--- src/rtl/core/lrm_pkg.sv ---
// Shared constants, register indexes and controller/datapath bundles
// for the largest-rectangle-in-mask block. No dependencies.
`timescale 1ns / 1ps

package lrm_pkg;

  localparam int MAX_WIDTH  = 256;
  localparam int MAX_HEIGHT = 256;

  localparam int COL_W   = $clog2(MAX_WIDTH);
  localparam int ROW_W   = $clog2(MAX_HEIGHT);
  localparam int HGT_W   = $clog2(MAX_HEIGHT + 1);
  localparam int XS_W    = $clog2(MAX_WIDTH + 1);
  localparam int DEPTH_W = $clog2(MAX_WIDTH + 1);
  localparam int CFG_W   = 9;
  localparam int AREA_W  = 17;
  localparam int PROD_W  = HGT_W + XS_W;

  localparam logic CFG_MASK_WIDTH  = 1'b0;
  localparam logic CFG_MASK_HEIGHT = 1'b1;

  localparam logic [CFG_W-1:0] MASK_WIDTH_RST  = CFG_W'(180);
  localparam logic [CFG_W-1:0] MASK_HEIGHT_RST = CFG_W'(120);

  typedef struct packed {
    logic capture;
    logic clear;
    logic load_cur;
    logic pop;
    logic update;
    logic push;
    logic to_sentinel;
    logic next_col;
    logic next_row;
    logic emit;
  } lrm_cmd_t;

  typedef struct packed {
    logic frame_start;
    logic pop_needed;
    logic last_col;
    logic last_row;
    logic sentinel;
    logic out_free;
  } lrm_stat_t;

endpackage

--- src/rtl/core/lrm_ctrl.sv ---
// Sequencer for the mask rectangle search: steps each bit through
// height update, stack pops and push, and the result emit at frame end. Depends on lrm_pkg.
`timescale 1ns / 1ps

module lrm_ctrl (
  input  logic              clk,
  input  logic              rst,
  input  logic              in_valid,
  output logic              in_stall,
  input  lrm_pkg::lrm_stat_t stat,
  output lrm_pkg::lrm_cmd_t  cmd
);

  localparam logic [2:0] S_IDLE = 3'd0;
  localparam logic [2:0] S_CLR  = 3'd1;
  localparam logic [2:0] S_HGT  = 3'd2;
  localparam logic [2:0] S_CMP  = 3'd3;
  localparam logic [2:0] S_UPD  = 3'd4;
  localparam logic [2:0] S_EMIT = 3'd5;

  logic [2:0] state, state_next;

  assign in_stall = (state != S_IDLE);

  always_ff @(posedge clk) begin
    if (rst) begin
      state <= S_IDLE;
    end else begin
      state <= state_next;
    end
  end

  always_comb begin
    state_next = state;
    cmd = '0;
    unique case (state)
      S_IDLE: begin
        if (in_valid) begin
          cmd.capture = 1'b1;
          state_next  = S_CLR;
        end
      end
      S_CLR: begin
        cmd.clear  = stat.frame_start;
        state_next = S_HGT;
      end
      S_HGT: begin
        cmd.load_cur = 1'b1;
        state_next   = S_CMP;
      end
      S_CMP: begin
        if (stat.pop_needed) begin
          cmd.pop    = 1'b1;
          state_next = S_UPD;
        end else begin
          cmd.push = 1'b1;
          if (stat.sentinel) begin
            if (stat.last_row) begin
              state_next = S_EMIT;
            end else begin
              cmd.next_row = 1'b1;
              state_next   = S_IDLE;
            end
          end else if (!stat.last_col) begin
            cmd.next_col = 1'b1;
            state_next   = S_IDLE;
          end else begin
            cmd.to_sentinel = 1'b1;
            state_next      = S_CMP;
          end
        end
      end
      S_UPD: begin
        cmd.update = 1'b1;
        state_next = S_CMP;
      end
      S_EMIT: begin
        if (stat.out_free) begin
          cmd.emit   = 1'b1;
          state_next = S_IDLE;
        end
      end
      default: begin
        state_next = S_IDLE;
      end
    endcase
  end

endmodule

--- config.mk ---
export PLATFORM = sky130hd
export DESIGN_NAME = lrm_ctrl
export DESIGN_NICKNAME = d
export VERILOG_FILES = /design/src/rtl/core/lrm_pkg.sv /design/src/rtl/core/lrm_ctrl.sv
export SDC_FILE = /design/constraint.sdc
export NUM_CORES = 1
export LEC_CHECK = 0
export ABC_AREA = 0
export BUFFER_PORTS_ARGS = -buffer_cell sky130_fd_sc_hd__buf_2
export CORE_AREA = 2 2 39 41
export CTS_CLUSTER_SIZE = 40
export DETAILED_ROUTE_END_ITERATION = 8
export DIE_AREA = 0 0 41 43
export PLACE_DENSITY_LB_ADDON = 0.2
export SLEW_MARGIN = 30
export SYNTH_ARGS = -nofsm -noshare
export SYNTH_HDL_FRONTEND = slang
export SYNTH_SLANG_ARGS = --single-unit
--- constraint.sdc ---
create_clock -name clk -period 1.7 [get_ports clk]
set_clock_uncertainty 0.2 [all_clocks]
set_input_delay 0.17 -clock clk [delete_from_list [all_inputs] [get_ports clk]]
set_output_delay 0.17 -clock clk [all_outputs]
set_load 0.005 [all_outputs]
# [Word-level counts from Yosys, hierarchy flattened]
# Index checks and enable logic that the tools add are counted.
[totals] regBits=3 output_inout_bits=11 word_cells=35
[classes] n_eq_ne=7 mux=23 reduce_logical=4
[ops] op="3-bit 2-to-1 mux" n=5
[ops] op="3-bit one-hot mux with 5 select lines" n=1
[ops] op="1-bit 2-to-1 mux" n=13
[ops] op="4-bit 2-to-1 mux" n=2
[ops] op="3-bit by 2-bit equality test with 1-bit output, second input constant" n=2
[ops] op="3-bit equality test, second input constant" n=2
[ops] op="2-bit 2-to-1 mux" n=2
[ops] op="2-bit != test, second input constant" n=2
[ops] op="3-bit by 1-bit equality test with 1-bit output, second input constant" n=1
[ops] op="3-bit zero test" n=1
[ops] op="3-bit nonzero test" n=1
[ops] op="2-bit AND reduction" n=1
[ops] op="2-bit OR reduction" n=1

# [Logic depth before layout (Yosys ltp)]
# Gate-level depths: netlist of the first run.
[logic_depth] depth_word=4 depth_mapped=4

# [Worst setup path after synthesis of the first run]
# No wires, ideal clock.
[synth_path] path_kind="register -> register" startpoint="reg state[0]" endpoint="reg state[0]" arrival_ns=1.122 t_required_ns=1.382 setup_slack_ns=0.261 stages_incl_launch_ff=4 synth_period_minus_slack_ns=1.439 path_cell_list="dfxtp_1 > clkbuf_1 > or3_1 > o2111a_1"
[synth_via] elab_chain_len=3 elab_cells_between_ends=11 cone_classes="eq/ne (7); mux (1); reduce/logical (3)"
[synth_rtl] item="start: declaration" line_no="lrm_ctrl.sv:21" text="logic [2:0] state, state_next;"
[synth_rtl] item="start signal: assignment" line_no="lrm_ctrl.sv:29" text="state <= state_next;"
[synth_rtl] item="3-bit equality test, or another cell as far along" line_no="lrm_ctrl.sv:36" text="unique case (state)"
[synth_rtl] item="2-bit OR reduction (no source line) / 2-bit != test (equally long branches)"
[synth_rtl] item="3-bit one-hot mux with 5 select lines / 2-bit AND reduction (equally long branches)"
# Several ways; a longest one is shown, not always the timed one.
# A chain may end at the register's enable or synchronous reset.

==> flow_summary.yaml, run 1 <==
setup_path:
  crit_path_cell_trace: "or3_4 -> nor2_1 -> buf_2"
  path_class: "flop to output port"
  start_kind: "flop"
  worst_ep_arrival_time_ps: 1230
  slowest_delay_ps: 430
  required_ps: 1330
  cp_slowest_cell: "or3_4"
  crit_fanout: 7
  cp-end-kind: "output port"
placed_design:
  dpl_worst_slack_ps: 257
  post-dp-hpwl_um: 530
  gp_congestion: 0.703
  port_buffers: 19
  dp.cells: 66
cells_and_area:
  reg_top3: "state: 3 flops"
  top_register: "state"
  final_cell_count_no_fill: 70
  drive_gt1_share_pct: 48.1
  nNetsFinal: 64
  largest_reg_flops: 3
  num_antenna_cells: 0
  area_delta_synth_final_pct: 59.3
clock_network:
  clk_pin_slew_ps: 30
  cts-resized-gates: 0
  cts_buffer_depth: 2
  cts_hold_buf: 0
  htreeDepth: 1
  root_buffer: "clkbuf_4"
  insertion_delay_ps: 230
  cts_sinks: 3
  cts_buffers: 3
  cts_setup_buffers: 0
  cts_tree: "built"
detailed_routing:
  wl_um: 661
  num_vias: 310
  drc: 0
  first_pass_iters: 4
  viasPerCell: 4.43
  wl_per_cell_um: 9.44
  ant_nets: 0
  initialDrtViolationCount: 6
timing:
  tns_ps: 0
  finalWorstSetupSlack_ps: 95.3
  grt_setup_unrepaired: "no"
  worstMarginPinSlew_ps: 309
  slew_viol_final: 0
  setup_viol: 0
  hold_viol: 0
  fin_crit_sh_pct: 94.4
  max_slew_margin_pct: 79.4
  hold_ws_ps: 41.7
  fmax_mhz: 623
  finalCriticalPeriod_ps: 1600
pwr:
  cellPowerDensity_nw_per_um2: 702
  vdd_ir_drop_max_mv: 0.523
  leakage_nw: 0.210
logic_synthesis:
  syn_inst: 32
  synth_top_cell_by_area: "dfxtp_1"
  ys.flop_type: "dfxtp_1"
  synth_edf_count: 0
  synth_top_area_share_pct: 23.0
  postSynth.asyncResetShare_pct: 0
  syn_area_per_cell_sq_um: 8.17
  yosys_warnings: 0
  muxShareOfSynthArea_pct: 3.83
  synth_top_family_by_area: "simple AND/OR/NAND/NOR gates"
  synth_area_leaders: "dfxtp_1, nor3b_1, and4bb_2"
  syn_nets: 41
  ys_seq_elements: 3
  synth_common_cells: "dfxtp_1, nor2_1, nor3b_1"
  syn_area_sq_um: 262
  synth_simple_gate_area_share_pct: 47.8
  synth_xor_area_share_pct: 0
  synth_fa_ha_area_share_pct: 0
  ys_seq_area_share_pct: 23.0
  synth-compound-area-share_pct: 16.7
  synth_cell_types: 23
floorplan:
  ios: 20
  die_x_um: 41
  core_area_sq_um: 1380
  die_h_um: 43
  fp.dieArea_sq_um: 1760
  start_util_pct: 18.9
  num_rows: 14
job:
  max_cap_violations: 0
global_routing:
  grtUsageTotal_pct: 9.43
  antenna_found_initial: 0
  grt_max_degree: 12
  grt_pass1_wl_um: 1060
  globalRoute.totalOverflow: 0
  grt_pass1_vias: 258
outcome:
  outcome: "finished, final reports clean"
hold_path:
  holdCritPathClass: "input pin to flop"
[routing by layer]
layer  wire length [um]  vias up  share of wire (%)  global-route usage, %
li1                   -      167                  -                      -
met1                302      134                 46                   11.5
met2                318        9                 48                   11.6
met3                 41        0                6.2                   7.85
met4                  0        0                  0                   4.00
met5                  0        -                  0                      0
[final cells by class]
type	instances	area [sq um]
Multi-Input combinational cell	25	200
Fill cell	147	967
Tap cell	16	20.0
Sequential cell	3	60.1
Timing Repair Buffer	20	103
Clock buffer	4	26.3
Inverter	2	7.51
[placed cells by master (no fill, tap or decap)]
cell,instances
a21oi_1,2
and4b_1,1
or4b_1,1
nand3_1,1
nand2_1,1
clkbuf_4,3
clkbuf_1,1
nor2_1,3
o221ai_1,1
o22ai_1,1
and3b_1,1
nor3b_1,3
mux2i_1,1
and3_1,1
buf_2,19
inv_1,2
o2111a_1,1
nand4bb_4,1
nor3_1,1
or3_4,1
o211ai_1,1
and4bb_2,1
buf_4,1
nand2b_1,2
dfxtp_1,3
[cells by family after synthesis]
kind of cell           Yosys count
buffers and inverters            4
and+or+nand+nor                 18
muxes                            1
DFF                              3
AOI/OAI and AO/OA                6
[final timing paths]
kind / startpoint / endpoint / slack (ps) / cells after the start
setup / recovery: state[0]$_SDFFE_PP0P_ / cmd[9] / 100 / 3
hold / removal: rst / state[2]$_SDFFE_PP0P_ / 40 / 2
setup reg to reg: state[2]$_SDFFE_PP0P_ / state[1]$_SDFFE_PP0P_ / 270 / 3
hold reg to reg: state[2]$_SDFFE_PP0P_ / state[0]$_SDFFE_PP0P_ / 490 / 2
[per-stage QoR]
step | cell area [sq um] | power (mW) | utilization [%]
floorplan | 262 | 0.126 | -
global placement | 369 | 0.164 | 26.7
detailed placement | 369 | 0.163 | 26.7
CTS | 395 | 0.291 | 28.6
global route | 417 | 0.321 | 30.1
finish | 417 | 0.293 | 30.1
[where the power goes]
group | total [mW] | switching, mW | internal, mW
Combinational | 0.0770 | 0.0311 | 0.0460
Clock | 0.122 | 0.0342 | 0.0877
Sequential | 0.0936 | 0.0160 | 0.0777
Total | 0.293 | 0.0813 | 0.211
[critical path: cells and delay by family, from the launching register on]
family	cells	cell delay (ps)
simple gates	2	510
flops	1	380
buf+inv	1	110
(Power assumes the default switching activity.)
==> run 2, diff against run 1 <==
--- a/config.mk
+++ b/config.mk
@@ -11,7 +11,6 @@
 export CTS_CLUSTER_SIZE = 40
 export DETAILED_ROUTE_END_ITERATION = 8
 export DIE_AREA = 0 0 41 43
-export PLACE_DENSITY_LB_ADDON = 0.2
 export SLEW_MARGIN = 30
 export SYNTH_ARGS = -nofsm -noshare
 export SYNTH_HDL_FRONTEND = slang
==> run 2 against run 1 <==
Against the previous run: maximum frequency decreased by 0.66%; final cell count did not move; largest cell class unchanged; sequential power down 2.8%.
==> flow_summary.yaml, run 2 (synthesis gave the netlist of run 1 again) <==
floorplan:
  fp.dieArea_sq_um: 1760
  num_rows: 14
  die_x_um: 41
  die_h_um: 43
  start_util_pct: 18.9
  core_area_sq_um: 1380
  ios: 20
global_routing:
  grt_pass1_vias: 264
  globalRoute.totalOverflow: 0
  antenna_found_initial: 0
  grt_pass1_wl_um: 972
  grt_max_degree: 12
  grtUsageTotal_pct: 8.52
cells_and_area:
  top_register: "state"
  num-fill-cells: 160
  largest_reg_flops: 3
  layout_commonest_cell: "buf_2"
  final_cell_count_no_fill: 70
  fin_util_pct: 29.8
  nNetsFinal: 64
  area_delta_synth_final_pct: 57.9
  drive_gt1_share_pct: 48.1
  final_cell_mix: "buf_2, nor2_1, nor3b_1, clkbuf_4"
  num_antenna_cells: 0
  multiInputGateArea_sq_um: 195
  stdcell_area_sq_um: 413
  reg_top3: "state: 3 flops"
  seq_area_sq_um: 61.3
detailed_routing:
  wl_met3_um: 31
  wl_um: 675
  drc: 0
  initialDrtViolationCount: 6
  topRoutingLayerUsed: "met3"
  wl_per_cell_um: 9.64
  viasPerCell: 4.70
  dr_wl_met2_um: 338
  ant_nets: 0
  first_pass_iters: 2
  num_vias: 329
  met1_length_um: 305
placed_design:
  gp_congestion: 0.735
  port_buffers: 19
  post-dp-hpwl_um: 523
  dp.cells: 66
  place_area_sq_um: 369
clock_network:
  cts_buffer_depth: 2
  cts_tree: "built"
  cts_sinks: 3
  cts_buffers: 3
  root_buffer: "clkbuf_4"
  insertion_delay_ps: 230
  htreeDepth: 1
  clk_pin_slew_ps: 30
setup_path:
  worst_ep_arrival_time_ps: 1250
  required_ps: 1330
  slowest_delay_ps: 430
  start_kind: "flop"
  path_class: "flop to output port"
  timing.critical_path.buf_inv: 1
  critPathTopFamily: "simple AND/OR/NAND/NOR gates"
  cp-end-kind: "output port"
  crit_fanout: 11
  reg2reg_depth: 3
  cp.depth: 3
  cp_slowest_cell: "or3_1"
  crit_path_cell_trace: "or3_1 -> nor2_1 -> buf_2"
outcome:
  outcome: "finished, final reports clean"
timing:
  tns_ps: 0
  hold_viol: 0
  setup_viol: 0
  fin_crit_sh_pct: 95.0
  max_slew_margin_pct: 81.2
  grt_setup_unrepaired: "no"
  worstMarginPinSlew_ps: 281
  fmax_mhz: 619
  slew_viol_final: 0
  finalCriticalPeriod_ps: 1620
hold_path:
  holdPathStages: 2
  holdCritPathClass: "input pin to flop"
pwr:
  cellPowerDensity_nw_per_um2: 703
  leakage_nw: 0.211
  vdd_ir_drop_max_mv: 0.441
job:
  max_cap_violations: 0
## run 2: metrics by stage
step	setup WS [ps]	power [mW]	hold WS, ps
5_1_grt	9.27	0.317	27.8
6_report	84.7	0.290	31.7
4_1_cts	18.1	0.292	24.1
2_1_floorplan	261	0.126	166
3_5_place_dp	278	0.164	271
3_3_place_gp	302	0.163	272
## run 2: worst paths after layout
kind | startpoint | to | slack, ps
worst max-delay path | state[2]$_SDFFE_PP0P_ | cmd[9] | 80
worst min-delay path | rst | state[2]$_SDFFE_PP0P_ | 30
worst max register to register | state[2]$_SDFFE_PP0P_ | state[1]$_SDFFE_PP0P_ | 270
worst min register to register | state[2]$_SDFFE_PP0P_ | state[0]$_SDFFE_PP0P_ | 480
## run 2: layout make-up
class / instances / area share (%)
clock buffer: 4 / 6.36
inverter: 2 / 1.82
sequential: 3 / 14.8
timing repair buffer: 20 / 24.8
multi-input combinational: 25 / 47.3
tap: 16 / 4.85
## run 2: worst register-to-register path, stage by stage, from the launching register on
cell      delay (ps)
dfxtp_1          380
or4b_1           540
o211ai_1         100
and3_1           160
## run 2: layer usage
metal  up-vias  GRT usage [%]
met4         0           6.00
met3         0           4.71
met1       151           7.99
li1        168              -
met2        10           13.1
met5         -              0
## run 2: timing repair
item,CTS,global route
hold buffers,0,0
setup endpoints to repair,0,3
setup buffers,0,0
resized for setup,0,3
## run 2: power breakdown
| part | internal (mW) | switching, mW |
|---|---|---|
| Combinational | 0.0423 | 0.0350 |
| Clock | 0.0878 | 0.0340 |
| Sequential | 0.0784 | 0.0126 |
| Total | 0.209 | 0.0817 |
==> run 3, diff against run 2 <==
--- a/config.mk
+++ b/config.mk
@@ -5,7 +5,7 @@
 export SDC_FILE = /design/constraint.sdc
 export NUM_CORES = 1
 export LEC_CHECK = 0
-export ABC_AREA = 0
+export ABC_AREA = 1
 export BUFFER_PORTS_ARGS = -buffer_cell sky130_fd_sc_hd__buf_2
 export CORE_AREA = 2 2 39 41
 export CTS_CLUSTER_SIZE = 40
==> run 3 against run 2 <==
Against the previous run: die area is the same; first-iteration DRC count decreased by 50%; routed wire length increased by 4.4%; total power is 2.9% higher; utilization grew 1.4 points; sequential share of layout area shrank 0.65 points; combinational power is 9.9% higher; global-route usage up 0.70 points; final cell count is 27% higher; clock power increased by 3%; critical path type unchanged; critical endpoint is now cmd[2]; largest cell class unchanged.
==> flow_summary.yaml, run 3 <==
outcome:
  outcome: "finished, final reports clean"
pwr:
  vdd_ir_drop_max_mv: 0.261
  p_seq_share_pct: 29.2
  combPwrFrac_pct: 28.5
  switching_share_pct: 31.5
  leakage_nw: 0.271
  p_sw_uw: 94.2
  clkPwrFrac_pct: 42.3
  cellPowerDensity_nw_per_um2: 692
  power.internal_uw: 204
floorplan:
  die_x_um: 41
  num_rows: 14
  ios: 20
  fp.dieArea_sq_um: 1760
  start_util_pct: 19.1
  core_area_sq_um: 1380
  die_h_um: 43
logic_synthesis:
  synth-compound-area-share_pct: 10.4
  syn_area_per_cell_sq_um: 5.62
  syn_nets: 56
  synth_edf_count: 0
  synth_simple_gate_area_share_pct: 51.2
  synth_xor_area_share_pct: 0
  postSynth.asyncResetShare_pct: 0
  syn_area_sq_um: 264
  yosys_warnings: 0
  ys_seq_elements: 3
  synth_cell_types: 14
  syn_inst: 47
  synth_top_family_by_area: "simple AND/OR/NAND/NOR gates"
  synth_fa_ha_area_share_pct: 0
  synth_area_leaders: "dfxtp_1, nand2_1, inv_1"
  ys.flop_type: "dfxtp_1"
  muxShareOfSynthArea_pct: 0
  synth_top_area_share_pct: 22.7
  yosysMostFrequentCell: "nand2_1"
  synth_common_cells: "nand2_1, inv_1, nor2_1"
  ys_seq_area_share_pct: 22.7
  synth_top_cell_by_area: "dfxtp_1"
cells_and_area:
  area_delta_synth_final_pct: 63.5
  largest_reg_flops: 3
  fin_util_pct: 31.2
  num-fill-cells: 161
  num_antenna_cells: 0
  final_cell_mix: "buf_2, nand2_1, nor2_1, inv_1, nand3_1"
  reg_top3: "state: 3 flops"
  seq_area_sq_um: 61.3
  multiInputGateArea_sq_um: 163
  layout_commonest_cell: "buf_2"
  top_register: "state"
  drive_gt1_share_pct: 43.8
  nNetsFinal: 83
  final_cell_count_no_fill: 89
timing:
  worstMarginPinSlew_ps: 228
  grt_setup_unrepaired: "no"
  fin_crit_sh_pct: 91.9
  finalWorstSetupSlack_ps: 137
  hold_viol: 0
  fmax_mhz: 640
  tns_ps: 0
  finalCriticalPeriod_ps: 1560
  slew_viol_final: 0
  max_slew_margin_pct: 84.7
  setup_viol: 0
setup_path:
  start_kind: "flop"
  crit_top_cell: "inv_2"
  cp.depth: 6
  worst_ep_arrival_time_ps: 1190
  slowest_delay_ps: 330
  cp-end-kind: "output port"
  cp_slowest_cell: "dfxtp_1"
  crit_fanout: 4
  path_class: "flop to output port"
  critPathTopFamily: "simple AND/OR/NAND/NOR gates"
  required_ps: 1330
  timing.critical_path.buf_inv: 3
  reg2reg_depth: 8
  crit_path_cell_trace: "inv_2 -> nand3_2 -> nor2_4 -> inv_2 -> nor3_1 -> buf_2"
clock_network:
  clk_pin_slew_ps: 40
  cts_tree: "built"
  root_buffer: "clkbuf_4"
  cts_buffers: 3
  insertion_delay_ps: 230
  htreeDepth: 1
  cts_sinks: 3
  cts_buffer_depth: 2
global_routing:
  globalRoute.totalOverflow: 0
  grtUsageTotal_pct: 9.22
  antenna_found_initial: 0
  grt_pass1_vias: 307
  grt_pass1_wl_um: 1050
  grt_max_degree: 8
placed_design:
  post-dp-hpwl_um: 549
  dp.cells: 82
  port_buffers: 19
  gp_congestion: 0.768
  dpl_worst_slack_ps: 313
job:
  max_cap_violations: 0
hold_path:
  holdCritPathClass: "input pin to flop"
  holdPathStages: 3
detailed_routing:
  num_vias: 367
  ant_nets: 0
  wl_um: 705
  viasPerCell: 4.12
  initialDrtViolationCount: 3
  drc: 0
  wl_per_cell_um: 7.92
  first_pass_iters: 3
-- run 3: through the flow --
| stage | hold slack (ps) | power (mW) | instance area [sq um] |
|---|---|---|---|
| after detailed placement | 179 | 0.170 | 379 |
| after CTS | 40.0 | 0.305 | 415 |
| final | 47.5 | 0.299 | 432 |
| after global placement | 163 | 0.167 | 379 |
| after global routing | 61.4 | 0.327 | 432 |
| after floorplan | 32.4 | 0.134 | 264 |
-- run 3: worst paths after layout --
kind / start / end / slack [ps]
setup / recovery: state[2]$_SDFFE_PP0P_ / cmd[2] / 140
hold reg to reg: state[2]$_SDFFE_PP0P_ / state[0]$_SDFFE_PP0P_ / 410
hold / removal: stat[3] / state[1]$_SDFFE_PP0P_ / 50
setup reg to reg: state[2]$_SDFFE_PP0P_ / state[0]$_SDFFE_PP0P_ / 370
-- run 3: final cells by class --
type | instances | share of cell area (%)
inverters | 11 | 9.57
flip-flops and latches | 3 | 14.2
multi-input cells | 33 | 37.7
well taps | 16 | 4.64
repair buffers | 22 | 27.8
clock buffers | 4 | 6.09
-- run 3: worst register-to-register path: cells and delay by family, from the launching register on --
kind,cells,cell delay (ps)
AO/OA/AOI/OAI,1,110
buffers and inverters,2,200
flip-flops,1,330
AND/OR/NAND/NOR,5,430
-- run 3: what timing repair did --
item / 4_1_cts / 5_1_grt
buffers inserted: 0 / 2
resized for setup: 0 / 1
hold buffers: 1 / 0
setup endpoints to repair: 0 / 3
endpoints found under the hold margin: 3 / 0
-- run 3: kinds of logic (layout without fill, tap and decap cells) --
group | after synthesis | count (layout)
flops | 3 | 3
simple gates | 29 | 29
buf+inv | 11 | 37
compound gates | 4 | 4
-- run 3: power groups by stage --
stage	registers, mW	logic, mW	clock network [mW]
3_5_place_dp	0.0875	0.0821	0
5_1_grt	0.0879	0.0969	0.142
6_report	0.0873	0.0851	0.126
2_1_floorplan	0.0859	0.0484	0
4_1_cts	0.0863	0.0841	0.135
3_3_place_gp	0.0874	0.0799	0
-- run 3: metal layers --
layer  wire (um)  global-route usage [%]  vias to the layer above
li1            -                       -                      197
met1         312                    9.27                      153
met2         326                    14.1                       15
met3          50                    3.14                        2
met4          15                    8.00                        0
met5           0                       0                        -
